## src/sv/pfn_pkg.sv

```systemverilog
// Shared types, constants and helpers for the fractal gradient-noise block.
package pfn_pkg;

  localparam int MAX_OCTAVES = 16;
  localparam int TABLE_SIZE  = 256;
  localparam int OCT_W       = $clog2(MAX_OCTAVES);
  localparam int CNT_W       = $clog2(MAX_OCTAVES + 1);
  localparam int IDX_W       = $clog2(TABLE_SIZE);

  // Configuration register indexes
  localparam logic REG_OCTAVE_COUNT   = 1'b0;
  localparam logic REG_BASE_FREQUENCY = 1'b1;

  // Datapath step codes
  localparam logic [3:0] OP_IDLE = 4'd0;
  localparam logic [3:0] OP_PX   = 4'd1;
  localparam logic [3:0] OP_PY   = 4'd2;
  localparam logic [3:0] OP_O0   = 4'd3;
  localparam logic [3:0] OP_O1   = 4'd4;
  localparam logic [3:0] OP_O2   = 4'd5;
  localparam logic [3:0] OP_O3   = 4'd6;
  localparam logic [3:0] OP_O4   = 4'd7;
  localparam logic [3:0] OP_O5   = 4'd8;
  localparam logic [3:0] OP_O6   = 4'd9;
  localparam logic [3:0] OP_O7   = 4'd10;
  localparam logic [3:0] OP_O8   = 4'd11;
  localparam logic [3:0] OP_O9   = 4'd12;
  localparam logic [3:0] OP_O10  = 4'd13;
  localparam logic [3:0] OP_DONE = 4'd14;

  typedef struct packed {
    logic [3:0]       op;
    logic             start;
    logic             load_wr;
    logic             init_wr;
    logic [IDX_W-1:0] init_addr;
    logic             out_load;
  } pfn_cmd_t;

  typedef struct packed {
    logic oct_zero;
    logic oct_last;
  } pfn_stat_t;

  // Classic permutation loaded into the table after reset
  localparam logic [7:0] RESET_PERM [TABLE_SIZE] = '{
    8'd151,8'd160,8'd137,8'd91,8'd90,8'd15,8'd131,8'd13,8'd201,8'd95,8'd96,8'd53,
    8'd194,8'd233,8'd7,8'd225,8'd140,8'd36,8'd103,8'd30,8'd69,8'd142,8'd8,8'd99,
    8'd37,8'd240,8'd21,8'd10,8'd23,8'd190,8'd6,8'd148,8'd247,8'd120,8'd234,8'd75,
    8'd0,8'd26,8'd197,8'd62,8'd94,8'd252,8'd219,8'd203,8'd117,8'd35,8'd11,8'd32,
    8'd57,8'd177,8'd33,8'd88,8'd237,8'd149,8'd56,8'd87,8'd174,8'd20,8'd125,8'd136,
    8'd171,8'd168,8'd68,8'd175,8'd74,8'd165,8'd71,8'd134,8'd139,8'd48,8'd27,8'd166,
    8'd77,8'd146,8'd158,8'd231,8'd83,8'd111,8'd229,8'd122,8'd60,8'd211,8'd133,8'd230,
    8'd220,8'd105,8'd92,8'd41,8'd55,8'd46,8'd245,8'd40,8'd244,8'd102,8'd143,8'd54,
    8'd65,8'd25,8'd63,8'd161,8'd1,8'd216,8'd80,8'd73,8'd209,8'd76,8'd132,8'd187,
    8'd208,8'd89,8'd18,8'd169,8'd200,8'd196,8'd135,8'd130,8'd116,8'd188,8'd159,8'd86,
    8'd164,8'd100,8'd109,8'd198,8'd173,8'd186,8'd3,8'd64,8'd52,8'd217,8'd226,8'd250,
    8'd124,8'd123,8'd5,8'd202,8'd38,8'd147,8'd118,8'd126,8'd255,8'd82,8'd85,8'd212,
    8'd207,8'd206,8'd59,8'd227,8'd47,8'd16,8'd58,8'd17,8'd182,8'd189,8'd28,8'd42,
    8'd223,8'd183,8'd170,8'd213,8'd119,8'd248,8'd152,8'd2,8'd44,8'd154,8'd163,8'd70,
    8'd221,8'd153,8'd101,8'd155,8'd167,8'd43,8'd172,8'd9,8'd129,8'd22,8'd39,8'd253,
    8'd19,8'd98,8'd108,8'd110,8'd79,8'd113,8'd224,8'd232,8'd178,8'd185,8'd112,8'd104,
    8'd218,8'd246,8'd97,8'd228,8'd251,8'd34,8'd242,8'd193,8'd238,8'd210,8'd144,8'd12,
    8'd191,8'd179,8'd162,8'd241,8'd81,8'd51,8'd145,8'd235,8'd249,8'd14,8'd239,8'd107,
    8'd49,8'd192,8'd214,8'd31,8'd181,8'd199,8'd106,8'd157,8'd184,8'd84,8'd204,8'd176,
    8'd115,8'd121,8'd50,8'd45,8'd127,8'd4,8'd150,8'd254,8'd138,8'd236,8'd205,8'd93,
    8'd222,8'd114,8'd67,8'd29,8'd24,8'd72,8'd243,8'd141,8'd128,8'd195,8'd78,8'd66,
    8'd215,8'd61,8'd156,8'd180};

  // Dot of one of eight gradient directions with a corner offset
  function automatic logic signed [17:0] grad_dot(input logic [2:0] h,
                                                  input logic signed [16:0] dx,
                                                  input logic signed [16:0] dy);
    logic signed [17:0] ex;
    logic signed [17:0] ey;
    ex = {dx[16], dx};
    ey = {dy[16], dy};
    case (h)
      3'd0:    grad_dot = ex + ey;
      3'd1:    grad_dot = ex;
      3'd2:    grad_dot = ex - ey;
      3'd3:    grad_dot = -ey;
      3'd4:    grad_dot = -ex - ey;
      3'd5:    grad_dot = -ex;
      3'd6:    grad_dot = ey - ex;
      default: grad_dot = ey;
    endcase
  endfunction

endpackage

```

## src/sv/pfn_ctrl.sv

```systemverilog
// Sequencer for table fill, point evaluation octave by octave, and result hand-off.
module pfn_ctrl (
  input  logic                clk,
  input  logic                rst_n,
  input  logic                in_tvalid,
  input  logic                in_mode,
  output logic                in_tready,
  output logic                out_tvalid,
  input  logic                out_tready,
  input  pfn_pkg::pfn_stat_t  stat,
  output pfn_pkg::pfn_cmd_t   cmd
);

  localparam logic [4:0] S_INIT = 5'd0;
  localparam logic [4:0] S_IDLE = 5'd1;
  localparam logic [4:0] S_PX   = 5'd2;
  localparam logic [4:0] S_PY   = 5'd3;
  localparam logic [4:0] S_O0   = 5'd4;
  localparam logic [4:0] S_O1   = 5'd5;
  localparam logic [4:0] S_O2   = 5'd6;
  localparam logic [4:0] S_O3   = 5'd7;
  localparam logic [4:0] S_O4   = 5'd8;
  localparam logic [4:0] S_O5   = 5'd9;
  localparam logic [4:0] S_O6   = 5'd10;
  localparam logic [4:0] S_O7   = 5'd11;
  localparam logic [4:0] S_O8   = 5'd12;
  localparam logic [4:0] S_O9   = 5'd13;
  localparam logic [4:0] S_O10  = 5'd14;
  localparam logic [4:0] S_DONE = 5'd15;

  logic [4:0]                state_r, state_nxt;
  logic [pfn_pkg::IDX_W-1:0] fill_r, fill_nxt;
  logic                      oval_r, oval_nxt;
  logic                      acc;
  logic                      load;

  assign in_tready  = (state_r == S_IDLE);
  assign out_tvalid = oval_r;
  assign acc        = in_tvalid && in_tready;
  assign load       = (state_r == S_DONE) && (!oval_r || out_tready);

  // Next state and step selection
  always_comb begin
    state_nxt     = state_r;
    fill_nxt      = fill_r;
    cmd           = '0;
    cmd.op        = pfn_pkg::OP_IDLE;
    cmd.init_addr = fill_r;
    case (state_r)
      S_INIT: begin
        cmd.init_wr = 1'b1;
        fill_nxt    = fill_r + 1'b1;
        if (fill_r == {pfn_pkg::IDX_W{1'b1}}) state_nxt = S_IDLE;
      end
      S_IDLE: begin
        if (acc) begin
          if (in_mode) begin
            cmd.load_wr = 1'b1;
          end else begin
            cmd.start = 1'b1;
            state_nxt = S_PX;
          end
        end
      end
      S_PX: begin cmd.op = pfn_pkg::OP_PX; state_nxt = S_PY; end
      S_PY: begin
        cmd.op    = pfn_pkg::OP_PY;
        state_nxt = stat.oct_zero ? S_DONE : S_O0;
      end
      S_O0: begin cmd.op = pfn_pkg::OP_O0; state_nxt = S_O1; end
      S_O1: begin cmd.op = pfn_pkg::OP_O1; state_nxt = S_O2; end
      S_O2: begin cmd.op = pfn_pkg::OP_O2; state_nxt = S_O3; end
      S_O3: begin cmd.op = pfn_pkg::OP_O3; state_nxt = S_O4; end
      S_O4: begin cmd.op = pfn_pkg::OP_O4; state_nxt = S_O5; end
      S_O5: begin cmd.op = pfn_pkg::OP_O5; state_nxt = S_O6; end
      S_O6: begin cmd.op = pfn_pkg::OP_O6; state_nxt = S_O7; end
      S_O7: begin cmd.op = pfn_pkg::OP_O7; state_nxt = S_O8; end
      S_O8: begin cmd.op = pfn_pkg::OP_O8; state_nxt = S_O9; end
      S_O9: begin cmd.op = pfn_pkg::OP_O9; state_nxt = S_O10; end
      S_O10: begin
        cmd.op    = pfn_pkg::OP_O10;
        state_nxt = stat.oct_last ? S_DONE : S_O0;
      end
      S_DONE: begin
        cmd.op       = pfn_pkg::OP_DONE;
        cmd.out_load = load;
        if (load) state_nxt = S_IDLE;
      end
      default: state_nxt = S_INIT;
    endcase
  end

  // Hold the result flag until the beat is taken
  always_comb begin
    oval_nxt = oval_r;
    if (load) oval_nxt = 1'b1;
    else if (out_tready) oval_nxt = 1'b0;
  end

  always_ff @(posedge clk) begin
    if (!rst_n) begin
      state_r <= S_INIT;
      fill_r  <= '0;
      oval_r  <= 1'b0;
    end else begin
      state_r <= state_nxt;
      fill_r  <= fill_nxt;
      oval_r  <= oval_nxt;
    end
  end

endmodule

```

## config.mk

```make
export PLATFORM = sky130hd
export DESIGN_NAME = pfn_ctrl
export DESIGN_NICKNAME = d
export VERILOG_FILES = /design/src/sv/pfn_pkg.sv /design/src/sv/pfn_ctrl.sv
export SDC_FILE = /design/constraint.sdc
export NUM_CORES = 1
export LEC_CHECK = 0
export ABC_AREA = 1
export ABC_CLOCK_PERIOD_IN_PS = 2100
export BUFFER_PORTS_ARGS = -buffer_cell sky130_fd_sc_hd__buf_2
export CAP_MARGIN = 10
export CORE_MARGIN = 1
export CORE_UTILIZATION = 50
export DETAILED_ROUTE_END_ITERATION = 12
export HOLD_SLACK_MARGIN = 0.08
export PLACE_DENSITY = 0.78
export SLEW_MARGIN = 10
export SYNTH_ARGS = -nofsm -noshare
export SYNTH_HDL_FRONTEND = slang
export SYNTH_SLANG_ARGS = --single-unit
export TNS_END_PERCENT = 100
```

## constraint.sdc

```tcl
create_clock -name clk -period 2.1 [get_ports clk]
set_input_delay 0 -clock clk [delete_from_list [all_inputs] [get_ports clk]]
set_output_delay 0 -clock clk [all_outputs]
set_load 0.05 [all_outputs]
```

==> results.yml, run 1 <==
power_and_ir_drop:
  p_switching_mw: 0.126
  leakage_nw: 0.538
  p_clk_frac: 0.328
  combPwrFrac: 0.124
  power_density_mw_per_mm2: 455
  internal_power_mw: 0.344
  seqPwrFrac: 0.549
  p_sw_frac: 0.268
  ir_drop_mv: 0.457
synth:
  synth-compound-area-share: 0.142
  syn-cell-area_sq_um: 872
  synthCells: 132
  syn_avg_cell_area_sq_um: 6.61
  async_flop_share: 0
  synth_nets: 140
  synth_fa_ha_area_frac: 0.0143
  ys_dominant_reg_cell: "dfxtp_1"
  ys.warnings.count: 0
  yosys.area_share.simple: 0.418
  yosysSeqAreaShare: 0.298
  synth_area_leaders: "dfxtp_1, nand2_1, nor2_1"
  synthTopCellsByCount: "nand2_1, nor2_1, inv_1"
  synth_edf_count: 0
  synth_top_area_frac: 0.298
  synth_mux_area_frac: 0
  synth_most_common_cell: "nand2_1"
  synth_seq_cells: 13
  synth_top_cell_by_area: "dfxtp_1"
  synth.distinct_cells: 27
  synth_top_family_by_area: "simple AND/OR/NAND/NOR gates"
  synth-xor-area-share: 0
placed_design:
  portBuffers: 24
  dp_hpwl_um: 1430
  preCtsSetupSlack_ns: 0.661
  place_congestion: 0.894
floorplanning:
  initial_core_util: 0.559
  core.rowCount: 14
  die_h_um: 43.8
  core_sq_mm: 0.00156
  io_pins: 25
  dieArea_sq_mm: 0.00192
  die_w_um: 43.8
grt:
  track_usage: 0.214
  grt_pass1_vias: 778
  grt_max_degree: 11
  grt_pass1_wl_um: 3050
  antenna_found_initial: 0
  grt_overflow: 0
worst_setup_path:
  path_class: "flop to primary output"
  critPathRequiredTime_ns: 2.10
  arrival_ns: 1.65
  worstPathMaxFanout: 10
  endpoint_kind: "primary output"
  r2r_slack_ns: 0.62
  worst_setup_path_start_kind: "flop"
detailed_routing:
  ant_nets: 0
  drt-total-wl_um: 1810
  drt_iter0_drc: 25
  dr.pass1.iters: 4
  drc_errors: 0
  via_count: 900
  routed_via_density: 5.14
  wl_per_cell_um: 10.3
cts:
  insertion_delay_ns: 0.28
  cts_tree: "built"
  cts.sink_count: 13
  htree_levels: 1
  cts_setup_buffers: 0
  root_buffer: "clkbuf_4"
  path_clk_slew_ns: 0.07
  cts_buffer_depth: 2
  cts_made_buffers: 3
cells_and_area:
  diodes: 0
  drive_gt1_frac: 0.289
  final_nets: 168
  area_delta_synth_final_pct: 18.7
  fillCellCount: 140
sta:
  setup_ws_ns: 0.453
  timing.hold.ws_ns: 0.120
  period_share: 0.784
  slew_violations: 0
  setup_viol: 0
  setup_tns_ns: 0
  fin_skew_ns: 0.000852
  hold_viol: 0
  fmax_mhz: 607
  worst_pin_slew_ns: 0.493
  rsz0062_at_grt: "false"
  slew_headroom: 0.671
  min_period_ns: 1.65
flow_run:
  drv_cap: 0
worst_hold_path:
  holdCritPathClass: "input pin to flop"
status:
  outcome: "finished, final reports clean"
worst max-delay path, cell delays in order, from the launching register on:
cell,delay (ns)
dfxtp_1,0.63
nand2_1,0.18
nor2_2,0.16
inv_1,0.06
nor2_1,0.07
buf_2,0.26
power groups by stage:
stage                     combinational, mW  clock, mW  sequential [mW]
after global placement               0.0547          0            0.264
after floorplan                      0.0200          0            0.283
final                                0.0582      0.154            0.258
after CTS                            0.0586      0.156            0.258
after global routing                 0.0634      0.170            0.259
after detailed placement             0.0553          0            0.264
cells by family (layout without fill, tap and decap cells):
kind of cell,after synthesis,after routing
DFF,13,13
AOI/OAI and AO/OA,23,23
buffers and inverters,25,52
and+or+nand+nor,70,70
adders and majority gates,1,1
registers in the layout, summed over array words and instances (netlist names):
register	count
fill_r	8
out_tvalid	1
state_r	4
layout make-up:
class	count	area, sq um	share of cell area
Multi-Input combinational cell	94	503	0.486
Sequential cell	13	260	0.252
Timing Repair Buffer	26	140	0.135
Inverter	22	85.1	0.0822
Clock buffer	4	26.3	0.0254
Tap cell	16	20.0	0.0193
placed cells by master, fill, tap and decap left out:
cell type	synthesis	routed
o21ai_0	7	7
o21ai_1	3	3
inv_2	5	5
nor2_2	2	3
a21oi_1	10	10
nor3_1	2	2
clkbuf_1	0	1
nor4_1	1	1
o21a_1	1	1
nand2_2	3	3
nor2_4	1	1
nor3b_1	1	1
dfxtp_1	13	13
ha_1	1	1
nand4_1	2	2
o2111ai_1	1	1
nand3_1	6	6
inv_1	16	16
buf_2	0	24
inv_4	1	1
nand3_2	1	1
nor3_2	1	1
clkbuf_4	0	3
nand2_1	27	27
nor2_8	2	2
a21boi_1	1	1
nand2_4	2	2
nor2_1	19	18
dlygate4sd3_1	0	2
per-stage QoR:
step                area [sq um]  cells  utilization  total power [mW]
floorplan                    875    132            -             0.303
global placement             988    169        0.634             0.319
detailed placement           988    169        0.634             0.320
CTS                         1030    175        0.664             0.473
global route                1030    175        0.664             0.492
finish                      1030    175        0.664             0.471
metal layers:
metal / GRT usage / vias to the layer above / wire length, um
met2: 0.388 / 31 / 926
li1: - / 474 / -
met4: 0.131 / 0 / 44
met1: 0.240 / 390 / 724
met5: 0 / - / 0
met3: 0.0167 / 5 / 112
worst paths after layout:
path / start / to / cells past startpoint
max reg2reg: state_r[0] / state_r[0] / 7
max: state_r[0] / cmd[10] / 5
min: stat[1] / state_r[3] / 5
min reg2reg: fill_r[5] / fill_r[5] / 2
repair_timing:
item,in CTS,in global routing
endpoints found under the hold margin,8,0
gates resized for setup,0,0
hold buffers,2,0
(Power assumes the default switching activity.)
==> inputs of run 2 (changes only) <==
--- a/config.mk
+++ b/config.mk
@@ -6,14 +6,14 @@
 export NUM_CORES = 1
 export LEC_CHECK = 0
 export ABC_AREA = 1
-export ABC_CLOCK_PERIOD_IN_PS = 2100
+export ABC_CLOCK_PERIOD_IN_PS = 1400
 export BUFFER_PORTS_ARGS = -buffer_cell sky130_fd_sc_hd__buf_2
 export CAP_MARGIN = 10
 export CORE_MARGIN = 1
-export CORE_UTILIZATION = 50
+export CORE_UTILIZATION = 45
 export DETAILED_ROUTE_END_ITERATION = 12
 export HOLD_SLACK_MARGIN = 0.08
-export PLACE_DENSITY = 0.78
+export PLACE_DENSITY = 0.74
 export SLEW_MARGIN = 10
 export SYNTH_ARGS = -nofsm -noshare
 export SYNTH_HDL_FRONTEND = slang
==> constraint.sdc (replaced) <==
create_clock -name clk -period 1.4 [get_ports clk]
set_input_delay 0 -clock clk [delete_from_list [all_inputs] [get_ports clk]]
set_output_delay 0 -clock clk [all_outputs]
set_load 0.05 [all_outputs]
==> results.yml, run 2 (synthesized netlist as in run 1, its figures left out) <==
status:
  outcome: "finished, final reports clean"
grt:
  antenna_found_initial: 0
  grt_pass1_vias: 737
  grt_pass1_wl_um: 2970
  grt_overflow: 0
  track_usage: 0.195
  grt_max_degree: 9
sta:
  period_share: 0.940
  rsz0062_at_grt: "false"
  min_period_ns: 1.32
  slew_headroom: 0.767
  setup_viol: 0
  fin_skew_ns: 0.00167
  setup_tns_ns: 0
  slew_violations: 0
  fmax_mhz: 760
  worst_pin_slew_ns: 0.348
  setup_ws_ns: 0.0846
  hold_viol: 0
worst_setup_path:
  r2r_cells: 6
  path_cells: "inv_2 -> nand2_1 -> nor2_4 -> inv_1 -> nor2_2 -> buf_6"
  critPathBufInv: 3
  rr_endpoint: "state_r[0]"
  path_class: "flop to primary output"
  arrival_ns: 1.32
  path_delay_family: "flip-flops"
  critical_path.max_stage_delay_ns: 0.39
  r2r_slack_ns: 0.15
  r2r-start: "fill_r[3]"
  worstPathMaxFanout: 8
  endpoint_kind: "primary output"
  slowest_stage: "dfxtp_4"
  critPathRequiredTime_ns: 1.40
  worst_setup_path_start_kind: "flop"
worst_hold_path:
  hold_path_depth: 5
  whs_endpoint: "state_r[3]"
  holdCritPathClass: "input pin to flop"
  worstHoldStart: "stat[0]"
floorplanning:
  dieArea_sq_mm: 0.00212
  initial_core_util: 0.494
  die_h_um: 46.0
  io_pins: 25
  core.rowCount: 15
  die_w_um: 46.0
  core_sq_mm: 0.00176
cts:
  cts.sink_count: 13
  htree_levels: 1
  cts_tree: "built"
  cts_setup_buffers: 0
  insertion_delay_ns: 0.27
  cts_buffer_depth: 2
  root_buffer: "clkbuf_4"
  cts_made_buffers: 3
  path_clk_slew_ns: 0.08
detailed_routing:
  via_count: 910
  drc_errors: 0
  wl_per_cell_um: 10.1
  dr.pass1.iters: 4
  ant_nets: 0
  routed_via_density: 4.89
  drt-total-wl_um: 1870
  drt_iter0_drc: 18
placed_design:
  preCtsSetupSlack_ns: -0.0181
  place_congestion: 0.891
  portBuffers: 24
  place_area_sq_mm: 0.00104
  dp_hpwl_um: 1470
power_and_ir_drop:
  leakage_nw: 0.552
  ir_drop_mv: 0.602
  p_total_mw: 0.703
  power_density_mw_per_mm2: 633
cells_and_area:
  fin_util: 0.629
  drive_gt1_frac: 0.366
  final_common_cell: "nand2_1"
  finalInstanceArea_sq_mm: 0.00111
  final_nets: 170
  area_delta_synth_final_pct: 27.3
  regMostFlops: "fill_r"
  diodes: 0
  layout_common_cells: "nand2_1, buf_2, inv_1, nor2_1, a21oi_1"
  largest_reg_flops: 8
flow_run:
  drv_cap: 0
run 2: changes by cell type in the layout (fill, tap and decap cells not counted):
cell      before  now
buf_2         24   20
clkbuf_4       3    4
buf_6          0    2
buf_4          0    3
dfxtp_1       13    4
dfxtp_2        0    7
dfxtp_4        0    2
nor2_1        18   16
nor2_4         1    3
run 2: how the worst max path moves through the flow:
| stage | from | endpoint | slack [ns] | cells past startpoint |
|---|---|---|---|---|
| after detailed placement | state_r[1] | state_r[0] | -0.02 | 7 |
| final | state_r[1] | cmd[10] | 0.08 | 6 |
| after CTS | state_r[0] | cmd[10] | 0.002 | 5 |
| after global placement | state_r[1] | state_r[0] | -0.007 | 7 |
| after global routing | state_r[0] | cmd[14] | 0.007 | 4 |
| after floorplan | state_r[0] | cmd[13] | -0.29 | 4 |
run 2: area by class of cell:
cell class              count  area [sq um]
flip-flops and latches     13           277
clock buffers               4          26.3
well taps                  25          31.3
fillers                   184           654
repair buffers             28           173
inverters                  22          85.1
multi-input cells          94           518
run 2: layer usage:
layer  GRT usage  share of wire  vias up
met5           0              0        -
met3      0.0357          0.044        4
met2       0.324           0.48       25
met1       0.242           0.45      409
met4      0.0882          0.015        0
li1            -              -      472
run 2: through the flow:
| stage | std cells | hold slack (ns) |
|---|---|---|
| 6_report | 186 | 0.127 |
| 5_1_grt | 186 | 0.171 |
| 4_1_cts | 186 | 0.116 |
| 3_5_place_dp | 180 | 0.296 |
| 3_3_place_gp | 180 | 0.299 |
| 2_1_floorplan | 132 | 0.0976 |
run 2: what timing repair did:
item                                   CTS  global route
hold buffers                             2             0
gates resized for setup                  5             7
pin swaps                                0             0
setup endpoints to repair                9             7
endpoints found under the hold margin    8             0
run 2: worst min-delay path, stage by stage:
cell and delay (ns):
buf_2 0.09, nand3_1 0.07, nand4_1 0.11, o21ai_1 0.06, inv_1 0.04
run 2: report_power, final:
group | internal (mW) | total (mW) | switching (mW)
logic | 0.0286 | 0.0896 | 0.0609
clock network | 0.110 | 0.228 | 0.118
registers | 0.375 | 0.385 | 0.00984
total | 0.514 | 0.703 | 0.189
==> inputs of run 3 (changes only) <==
--- a/config.mk
+++ b/config.mk
@@ -6,7 +6,7 @@
 export NUM_CORES = 1
 export LEC_CHECK = 0
 export ABC_AREA = 1
-export ABC_CLOCK_PERIOD_IN_PS = 1400
+export ABC_CLOCK_PERIOD_IN_PS = 1100
 export BUFFER_PORTS_ARGS = -buffer_cell sky130_fd_sc_hd__buf_2
 export CAP_MARGIN = 10
 export CORE_MARGIN = 1
==> constraint.sdc (replaced) <==
create_clock -name clk -period 1.1 [get_ports clk]
set_input_delay 0 -clock clk [delete_from_list [all_inputs] [get_ports clk]]
set_output_delay 0 -clock clk [all_outputs]
set_load 0.05 [all_outputs]
==> results.yml, run 3 (synthesized netlist as in run 1, its figures left out) <==
status:
  outcome: "finished, violations left"
  violations: "setup timing"
grt:
  grt_max_degree: 9
  antenna_found_initial: 0
  grt_overflow: 0
  track_usage: 0.265
  grt_pass1_vias: 920
  grt_pass1_wl_um: 3900
cells_and_area:
  drive_gt1_frac: 0.596
  final_nets: 192
  area_delta_synth_final_pct: 73.7
  fin_util: 0.859
  largest_reg_flops: 8
  diodes: 0
  layout_common_cells: "nand2_1, buf_4, nor2_1, buf_2, inv_1"
  regMostFlops: "fill_r"
power_and_ir_drop:
  p_total_mw: 0.933
  p_switching_mw: 0.274
  internal_power_mw: 0.659
  leakage_nw: 0.709
  p_clk_frac: 0.326
  seqPwrFrac: 0.517
  power_density_mw_per_mm2: 616
  ir_drop_mv: 0.638
  p_sw_frac: 0.294
  combPwrFrac: 0.157
cts:
  htree_levels: 1
  insertion_delay_ns: 0.28
  cts.sink_count: 13
  cts_made_buffers: 3
  cts_buffer_depth: 2
  root_buffer: "clkbuf_4"
  path_clk_slew_ns: 0.08
  cts_tree: "built"
floorplanning:
  die_h_um: 46.0
  core.rowCount: 15
  io_pins: 25
  core_sq_mm: 0.00176
  die_w_um: 46.0
  initial_core_util: 0.494
  dieArea_sq_mm: 0.00212
worst_hold_path:
  holdCritPathClass: "input pin to flop"
sta:
  rsz0062_at_grt: "true"
  fin_skew_ns: 0.00428
  slew_headroom: 0.813
  slew_violations: 0
  hold_viol: 0
  fmax_mhz: 775
  setup_ws_ns: -0.190
  period_share: 1.17
  min_period_ns: 1.29
  setup_viol: 19
  worst_pin_slew_ns: 0.279
worst_setup_path:
  path_delay_family: "buffers and inverters"
  worst_setup_path_start_kind: "flop"
  critical_path.max_stage_delay_ns: 0.38
  path_class: "flop to primary output"
  arrival_ns: 1.29
  critPathBufInv: 3
  critPathRequiredTime_ns: 1.10
  worstPathMaxFanout: 5
  slowest_stage: "dfxtp_4"
  path_cells: "inv_4 -> nand2_2 -> buf_4 -> o21ai_2 -> buf_6"
  endpoint_kind: "primary output"
detailed_routing:
  dr.pass1.iters: 4
  drt-total-wl_um: 2890
  routed_via_density: 5.17
  ant_nets: 0
  drc_errors: 0
  wl_per_cell_um: 13.9
  drt_iter0_drc: 21
  via_count: 1075
flow_run:
  drv_cap: 0
placed_design:
  dp_hpwl_um: 1720
  place_congestion: 0.854
  portBuffers: 24
-- run 3: changes by cell type in the layout (fill, tap and decap cells not counted), sizes merged --
cell and change:
clkbuf -1, buf +23
-- run 3: tightest hold or removal path, stage by stage --
cell     delay [ns]
buf_2          0.09
nand3_1        0.08
nand4_1        0.11
o21ai_1        0.07
inv_1          0.04
-- run 3: timing repair --
item / 4_1_cts / 5_1_grt
resized for setup: 43 / 20
pin swaps: 11 / 12
setup buffers: 4 / 2
hold endpoints to repair: 8 / 0
endpoints found under the setup margin: 22 / 20
hold buffers: 2 / 0
-- run 3: routing by layer --
metal  global-route usage  vias to the layer above  wire (um)
met4                0.159                        0         78
met2                0.490                       43       1620
met3               0.0238                        9         99
met1                0.285                      503       1090
li1                     -                      520          -
met5                    0                        -          0
-- run 3: path summary, 6_finish.rpt --
kind / start / endpoint / slack [ns] / depth (start not counted)
worst max-delay path: state_r[2] / cmd[14] / -0.19 / 5
worst min-delay path: stat[0] / state_r[3] / 0.13 / 5
worst max register to register: state_r[2] / fill_r[7] / -0.16 / 8
worst min register to register: fill_r[5] / fill_r[5] / 0.49 / 2
-- run 3: metrics by stage --
step	worst slack (ns)	hold slack (ns)	area (sq um)	setup TNS, ns	std cells
after floorplan	-0.220	0.0976	965	-1.79	132
after global placement	-0.216	0.289	1220	-2.35	196
after detailed placement	-0.235	0.304	1220	-2.76	196
after CTS	-0.175	0.117	1430	-1.83	206
after global routing	-0.224	0.145	1520	-3.12	208
final	-0.190	0.135	1520	-2.18	208
-- run 3: final cells by class --
cell class	instances	area, sq um
clock buffers	4	26.3
repair buffers	50	403
fillers	110	249
inverters	22	103
flip-flops and latches	13	298
well taps	25	31.3
multi-input cells	94	654
-- run 3: power by group through the flow --
stage / sequential [mW] / clock [mW] / combinational [mW]
after global placement: 0.500 / 0 / 0.124
after global routing: 0.483 / 0.326 / 0.154
final: 0.482 / 0.304 / 0.147
after CTS: 0.481 / 0.306 / 0.137
after floorplan: 0.541 / 0 / 0.0473
after detailed placement: 0.502 / 0 / 0.129
